File: src/fbf_pkg.sv
// ============================================================================
// fbf_pkg
// Shared constants and coefficient helpers for the 63-tap bandpass FIR.
// ============================================================================
package fbf_pkg;

    localparam int DEFAULT_TAPS      = 63;
    localparam int DEFAULT_FRAC_BITS = 15;
    localparam int SAMPLE_W          = 16;
    localparam int COEFF_COUNT       = 63;
    localparam longint E7_SCALE      = 64'sd10000000;

    // Symmetric bandpass prototype, in units of 1e-7
    localparam int COEFF_E7 [COEFF_COUNT] = '{
        -448093,  322875,  181163,   87615,   56797,
          86685,  148049,  187190,  151019,   27594,
        -132676, -232561, -187804,    6382,  250536,
         387214,  299817,    2609, -345546, -525282,
        -395620,     246,  440998,  651867,  479110,
            135, -508558, -736313, -529380,    -709,
         540186,  766746,  540186,    -709, -529380,
        -736313, -508558,     135,  479110,  651867,
         440998,     246, -395620, -525282, -345546,
           2609,  299817,  387214,  250536,    6382,
        -187804, -232561, -132676,   27594,  151019,
         187190,  148049,   86685,   56797,   87615,
         181163,  322875, -448093
    };

    // Fixed-point weight: round to nearest, halves away from zero
    function automatic longint coeff_weight(input int idx, input int frac_bits);
        longint c;
        longint mag;
        longint q;
        c   = longint'(COEFF_E7[idx]);
        mag = (c < 0) ? -c : c;
        q   = ((mag << frac_bits) + (E7_SCALE / 2)) / E7_SCALE;
        return (c < 0) ? -q : q;
    endfunction

endpackage

File: src/fbf_ram.sv
// ============================================================================
// fbf_ram
// Generic simple dual-port RAM: one write port, one read port, registered read.
// ============================================================================
module fbf_ram #(
    parameter int WIDTH = 16,
    parameter int DEPTH = 62,
    parameter int AW    = (DEPTH > 1) ? $clog2(DEPTH) : 1
) (
    input  logic             clk,
    input  logic             we,
    input  logic [AW-1:0]    waddr,
    input  logic [WIDTH-1:0] wdata,
    input  logic [AW-1:0]    raddr,
    output logic [WIDTH-1:0] rdata
);

    logic [WIDTH-1:0] mem [DEPTH];

    always_ff @(posedge clk)
    begin
        if (we)
        begin
            mem[waddr] <= wdata;
        end
        rdata <= mem[raddr];
    end

endmodule

File: src/fir_bandpass_filter_63tap.sv
// ============================================================================
// fir_bandpass_filter_63tap
// Direct-form bandpass FIR with one shared multiply-accumulate over a history RAM.
// ============================================================================
// Usage:
//   Input stream: s_tdata[15:0] carries a signed sample, s_tlast marks the
//   end of a software block. Output stream: m_tdata[15:0] carries the filtered
//   sample, saturated to signed 16 bits, and m_tlast repeats the input tlast.
//   Every input transfer yields exactly one output transfer, in order.
//   The single multiplier walks one tap per cycle, reading the history RAM
//   one entry ahead; the drain state empties the product register into the
//   sum and writes the new sample, and the output state truncates toward
//   zero and saturates. The next item is accepted as soon as the result sits
//   in the output register; no new sample is taken while one is still being
//   filtered. If the receiver stalls, the result waits in the output
//   register; a further item runs but holds before loading it.
//   Reset: the history reads as all zero (per-entry valid bits cleared),
//   no output is pending, and s_tready is high right after reset.
// ============================================================================
module fir_bandpass_filter_63tap #(
    parameter int TAPS            = fbf_pkg::DEFAULT_TAPS,
    parameter int COEFF_FRAC_BITS = fbf_pkg::DEFAULT_FRAC_BITS
) (
    input  logic        clk,
    input  logic        rst_n,
    input  logic        s_tvalid,
    output logic        s_tready,
    input  logic [15:0] s_tdata,   // [15:0] sample_in
    input  logic        s_tlast,
    output logic        m_tvalid,
    input  logic        m_tready,
    output logic [15:0] m_tdata,   // [15:0] sample_out
    output logic        m_tlast
);

    import fbf_pkg::*;

    localparam int HL  = TAPS - 1;
    localparam int AW  = (HL > 1) ? $clog2(HL) : 1;
    localparam int KW  = $clog2(TAPS);
    localparam int WW  = COEFF_FRAC_BITS + 1;
    localparam int PW  = SAMPLE_W + WW;
    localparam int ACW = PW + KW;

    typedef enum logic [3:0] {
        S_IDLE  = 4'b0001,
        S_MAC   = 4'b0010,
        S_DRAIN = 4'b0100,
        S_OUT   = 4'b1000
    } state_t;

    // Coefficient ROM
    logic signed [WW-1:0] tap_rom [TAPS];

    for (genvar g = 0; g < TAPS; g++)
    begin : g_rom
        if (g < COEFF_COUNT)
        begin : g_coef
            assign tap_rom[g] = WW'(coeff_weight(g, COEFF_FRAC_BITS));
        end
        else
        begin : g_zero
            assign tap_rom[g] = '0;
        end
    end

    state_t                      state_reg, state_next;
    logic [KW-1:0]               k_reg, k_next;
    logic [AW-1:0]               rd_ptr_reg, rd_ptr_next;
    logic [AW-1:0]               head_reg, head_next;
    logic [HL-1:0]               hist_valid_reg, hist_valid_next;
    logic                        rd_vld_reg;
    logic                        prod_vld_reg, prod_vld_next;
    logic                        out_valid_reg, out_valid_next;
    logic signed [SAMPLE_W-1:0]  x_reg, x_next;
    logic                        last_reg, last_next;
    logic signed [PW-1:0]        prod_reg, prod_next;
    logic signed [ACW-1:0]       acc_reg, acc_next;
    logic [15:0]                 out_data_reg, out_data_next;
    logic                        out_last_reg, out_last_next;

    logic [SAMPLE_W-1:0]         rd_data;
    logic                        ram_we;
    logic signed [SAMPLE_W-1:0]  operand;
    logic signed [ACW-1:0]       biased;
    logic signed [ACW-1:0]       quot;
    logic [15:0]                 sat_val;
    logic [AW-1:0]               head_inc;

    fbf_ram #(
        .WIDTH (SAMPLE_W),
        .DEPTH (HL),
        .AW    (AW)
    ) u_hist (
        .clk   (clk),
        .we    (ram_we),
        .waddr (head_inc),
        .wdata (x_reg),
        .raddr (rd_ptr_reg),
        .rdata (rd_data)
    );

    assign s_tready = (state_reg == S_IDLE);
    assign m_tvalid = out_valid_reg;
    assign m_tdata  = out_data_reg;
    assign m_tlast  = out_last_reg;

    assign head_inc = (head_reg == AW'(HL - 1)) ? '0 : head_reg + 1'b1;
    assign ram_we   = (state_reg == S_DRAIN);

    // Tap zero uses the incoming sample, later taps the history read
    assign operand = (k_reg == '0) ? x_reg :
                     (rd_vld_reg ? $signed(rd_data) : '0);

    // Truncate toward zero, then clamp
    assign biased = acc_reg[ACW-1] ? acc_reg + ACW'((64'd1 << COEFF_FRAC_BITS) - 1) : acc_reg;
    assign quot   = biased >>> COEFF_FRAC_BITS;

    always_comb
    begin
        if (quot > ACW'(32767))
        begin
            sat_val = 16'h7FFF;
        end
        else if (quot < -ACW'(32768))
        begin
            sat_val = 16'h8000;
        end
        else
        begin
            sat_val = quot[15:0];
        end
    end

    always_comb
    begin
        state_next      = state_reg;
        k_next          = k_reg;
        rd_ptr_next     = rd_ptr_reg;
        head_next       = head_reg;
        hist_valid_next = hist_valid_reg;
        prod_vld_next   = prod_vld_reg;
        out_valid_next  = out_valid_reg;
        x_next          = x_reg;
        last_next       = last_reg;
        prod_next       = prod_reg;
        acc_next        = acc_reg;
        out_data_next   = out_data_reg;
        out_last_next   = out_last_reg;

        if (out_valid_reg && m_tready)
        begin
            out_valid_next = 1'b0;
        end

        case (state_reg)
            S_IDLE:
            begin
                if (s_tvalid)
                begin
                    x_next        = $signed(s_tdata);
                    last_next     = s_tlast;
                    k_next        = '0;
                    rd_ptr_next   = head_reg;
                    acc_next      = '0;
                    prod_vld_next = 1'b0;
                    state_next    = S_MAC;
                end
            end
            S_MAC:
            begin
                prod_next     = tap_rom[k_reg] * operand;
                prod_vld_next = 1'b1;
                if (prod_vld_reg)
                begin
                    acc_next = acc_reg + ACW'(prod_reg);
                end
                // Advance the read one entry older, wrapping around the ring
                rd_ptr_next = (rd_ptr_reg == '0) ? AW'(HL - 1) : rd_ptr_reg - 1'b1;
                if (k_reg == KW'(TAPS - 1))
                begin
                    state_next = S_DRAIN;
                end
                else
                begin
                    k_next = k_reg + 1'b1;
                end
            end
            S_DRAIN:
            begin
                acc_next                  = acc_reg + ACW'(prod_reg);
                prod_vld_next             = 1'b0;
                head_next                 = head_inc;
                hist_valid_next[head_inc] = 1'b1;
                state_next                = S_OUT;
            end
            S_OUT:
            begin
                // Hold the result until the output register frees up
                if (!out_valid_reg || m_tready)
                begin
                    out_data_next  = sat_val;
                    out_last_next  = last_reg;
                    out_valid_next = 1'b1;
                    state_next     = S_IDLE;
                end
            end
            default:
            begin
                state_next = S_IDLE;
            end
        endcase
    end

    always_ff @(posedge clk or negedge rst_n)
    begin
        if (!rst_n)
        begin
            state_reg      <= S_IDLE;
            k_reg          <= '0;
            rd_ptr_reg     <= '0;
            head_reg       <= '0;
            hist_valid_reg <= '0;
            rd_vld_reg     <= 1'b0;
            prod_vld_reg   <= 1'b0;
            out_valid_reg  <= 1'b0;
        end
        else
        begin
            state_reg      <= state_next;
            k_reg          <= k_next;
            rd_ptr_reg     <= rd_ptr_next;
            head_reg       <= head_next;
            hist_valid_reg <= hist_valid_next;
            rd_vld_reg     <= hist_valid_reg[rd_ptr_reg];
            prod_vld_reg   <= prod_vld_next;
            out_valid_reg  <= out_valid_next;
        end
    end

    always_ff @(posedge clk)
    begin
        x_reg        <= x_next;
        last_reg     <= last_next;
        prod_reg     <= prod_next;
        acc_reg      <= acc_next;
        out_data_reg <= out_data_next;
        out_last_reg <= out_last_next;
    end

endmodule

File: config.mk
export PLATFORM = sky130hd
export DESIGN_NAME = fir_bandpass_filter_63tap
export DESIGN_NICKNAME = d
export VERILOG_FILES = /design/src/fbf_pkg.sv /design/src/fbf_ram.sv /design/src/fir_bandpass_filter_63tap.sv
export SDC_FILE = /design/constraint.sdc
export NUM_CORES = 2
export LEC_CHECK = 0
export CAP_MARGIN = 40
export CORE_ASPECT_RATIO = 0.9
export CORE_MARGIN = 2
export CORE_UTILIZATION = 40
export CTS_CLUSTER_SIZE = 10
export DETAILED_ROUTE_END_ITERATION = 16
export DONT_BUFFER_PORTS = 1
export SETUP_SLACK_MARGIN = 0.05
export SLEW_MARGIN = 20
export SYNTH_ARGS = -nofsm -noshare
export SYNTH_HDL_FRONTEND = slang
export SYNTH_SLANG_ARGS = --single-unit
File: constraint.sdc
create_clock -name clk -period 16.9 [get_ports clk]
set_clock_uncertainty 0.05 [all_clocks]
set_input_delay 3.38 -clock clk [delete_from_list [all_inputs] [get_ports clk]]
set_output_delay 3.38 -clock clk [all_outputs]
set_load 0.005 [all_outputs]
==> results.yml <==
yosys:
  ys_ff_latch: 1199
  yosysUniqueCellTypes: 84
  syn-cell-area_um2: 58000
  synth_cells: 3835
  synthTopCellsByArea: "edfxtp_1, fa_1, mux4_2, dfrtp_1, mux2i_1"
  syn-num-nets: 4220
  syn_avg_cell_area_um2: 15.1
  ys.flop_type: "edfxtp_1"
  synth_top_area_share_pct: 56.7
  ys_warn_count: 0
  synth_edf_count: 1096
  yosysSeqAreaShare_pct: 61.0
  yosysTopAreaCell: "edfxtp_1"
  async_flop_share_pct: 7.26
placed_design:
  dp_slack_ps: 7860
  place_hpwl_mm: 92.4
  numPortBuffers: 0
  gp_congestion: 0.914
timing:
  hold_violations: 0
  fmax_mhz: 109
  finalCriticalPeriod_ps: 9190
  slew_headroom_pct: 42.8
  setup_ws_ps: 7710
  finalSetupViolations: 0
  rsz0062_at_grt: "false"
  setup_tns_ps: 0
  slew_viol_final: 0
  finalCritPeriodShare_pct: 54.4
  worst_pin_slew_ps: 853
clock_network:
  cts.sinks: 1199
  h-tree-depth: 4
  clock-root-buffer: "clkbuf_16"
  clk_pin_slew_ps: 50
  clockBufferDepth: 3
  cts_tree: "yes"
  clock_latency_ps: 770
  cts_resized: 0
  cts_made_buffers: 142
  cts_setup_buffers: 0
  ctsHoldBuffers: 0
detailed_routing:
  routed-via-count: 33400
  totalWireLength_mm: 145
  ant_nets: 0
  drtIter0Drc: 3506
  viasPerCell: 5.57
  route.detailed.drc: 0
  avgRoutedWirePerCell_um: 24.1
  drt_pre_antenna_iters: 5
final_layout:
  nets: 4334
  final_cell_mix: "edfxtp_1, nor2_1, inv_1"
  layout-drive-gt1-share_pct: 16.2
  largest_reg_flops: 992
  antenna_cells: 0
  mostFrequentLayoutCell: "edfxtp_1"
  syn_to_final_growth_pct: 12.6
floorplan:
  initial_core_util_pct: 40.3
  die_w_um: 405
  die_h_um: 365
  core_area_um2: 144000
  ios: 40
  die_area_um2: 148000
  placementRows: 132
setup_path:
  worst_path_largest_cell_delay_ps: 650
  end_kind: "flop"
  critPathKind: "flop to flop"
  crit_required_ps: 17330
  cp_slowest_cell: "or4_1"
  crit_fanout: 44
  critPathLaunchType: "flop"
  critPathMostFrequentCell: "fa_1"
  crit_arrival_ps: 9630
global_route:
  antenna_found_initial: 3
  met1_usage_pct: 29.5
  grt_use_total_pct: 19.8
  grt_pass1_wl_mm: 218
  groute.layer.met3.usage_pct: 3.37
  grt_pass1_vias: 33500
  met2_usage_pct: 30.0
  grt_max_degree: 88
  grt_overflow_total: 0
  busiest_layer: "met2"
min_path:
  hold_class: "flop to flop"
status:
  outcome: "completed"
job:
  maxCapViolCount: 0
-- cell type report --
type                       count  area (µm²)
sequential                  1199       35400
fill                       12700       78700
multi-input combinational   2181       20900
clock buffer                 234        4000
timing repair buffer         139        1170
inverter                     286        1070
clock inverter                23         329
tap                         1943        2430
-- critical path: cells and delay by family (launching register included) --
family          cells  cell delay [ps]
compound gates      5             1570
xor+xnor            1              120
fa+ha+maj           7             3310
buf+inv             6             1360
flops               1              350
simple gates        8             2110
-- path summary, 6_finish.rpt --
check	start	to	slack [ps]	cells after the start
worst max-delay path	k_reg[2]$_DFFE_PN0P_	prod_reg[30]$_DFFE_PP_	7710	27
worst min-delay path	last_reg$_DFFE_PP_	m_tlast$_DFFE_PP_	370	0
worst max register to register	k_reg[2]$_DFFE_PN0P_	prod_reg[30]$_DFFE_PP_	7710	27
worst min register to register	last_reg$_DFFE_PP_	m_tlast$_DFFE_PP_	370	0
max in group asynchronous	rst_n	state_reg[0]$_DFFE_PN1P_	14230	0
min in group asynchronous	rst_n	hist_valid_reg[40]$_DFFE_PN0P_	2260	0
-- per-layer routing --
metal | share of wire [%] | wire length (µm) | up-vias
li1 | - | - | 14600
met1 | 46 | 66400 | 17500
met2 | 45 | 65300 | 1147
met3 | 7.0 | 10200 | 205
met4 | 2.1 | 3080 | 2
met5 | 0.0090 | 13 | -
-- cells by family (layout without fill, tap and decap cells) --
family | count (synthesis) | in the layout | share of synthesized area, %
DFF | 1199 | 1199 | 61.0
and+or+nand+nor | 810 | 810 | 6.37
AOI/OAI and AO/OA | 525 | 525 | 6.07
buffers and inverters | 455 | 682 | 3.08
muxes | 401 | 401 | 11.4
adders and majority gates | 364 | 364 | 10.9
xor gates and xnor gates | 81 | 81 | 1.22
-- stage by stage --
step | area (µm²) | cells | util, % | hold WS (ps)
5_1_grt | 65300 | 6005 | 45.4 | 378
3_5_place_dp | 60900 | 5742 | 42.3 | 368
4_1_cts | 65300 | 5999 | 45.3 | 375
6_report | 65300 | 6005 | 45.4 | 371
3_3_place_gp | 60700 | 5723 | 42.1 | 368
2_1_floorplan | 58000 | 3835 | - | 350
-- Yosys cell counts (49+ instances only) --
| library cell | n |
|---|---|
| edfxtp_1 | 1096 |
| nor2_1 | 333 |
| inv_1 | 283 |
| fa_1 | 233 |
| nand2_1 | 206 |
| mux4_2 | 204 |
| mux2i_1 | 176 |
| a21oi_1 | 133 |
| ha_1 | 131 |
| clkbuf_1 | 106 |
| o21ai_0 | 98 |
| o221ai_1 | 90 |
| dfrtp_1 | 86 |
| or2_2 | 69 |
| xnor2_1 | 49 |
Power is left out: the tool's default activity adds up to more than one toggle a clock period on the data nets, which glitch-free logic cannot reach.
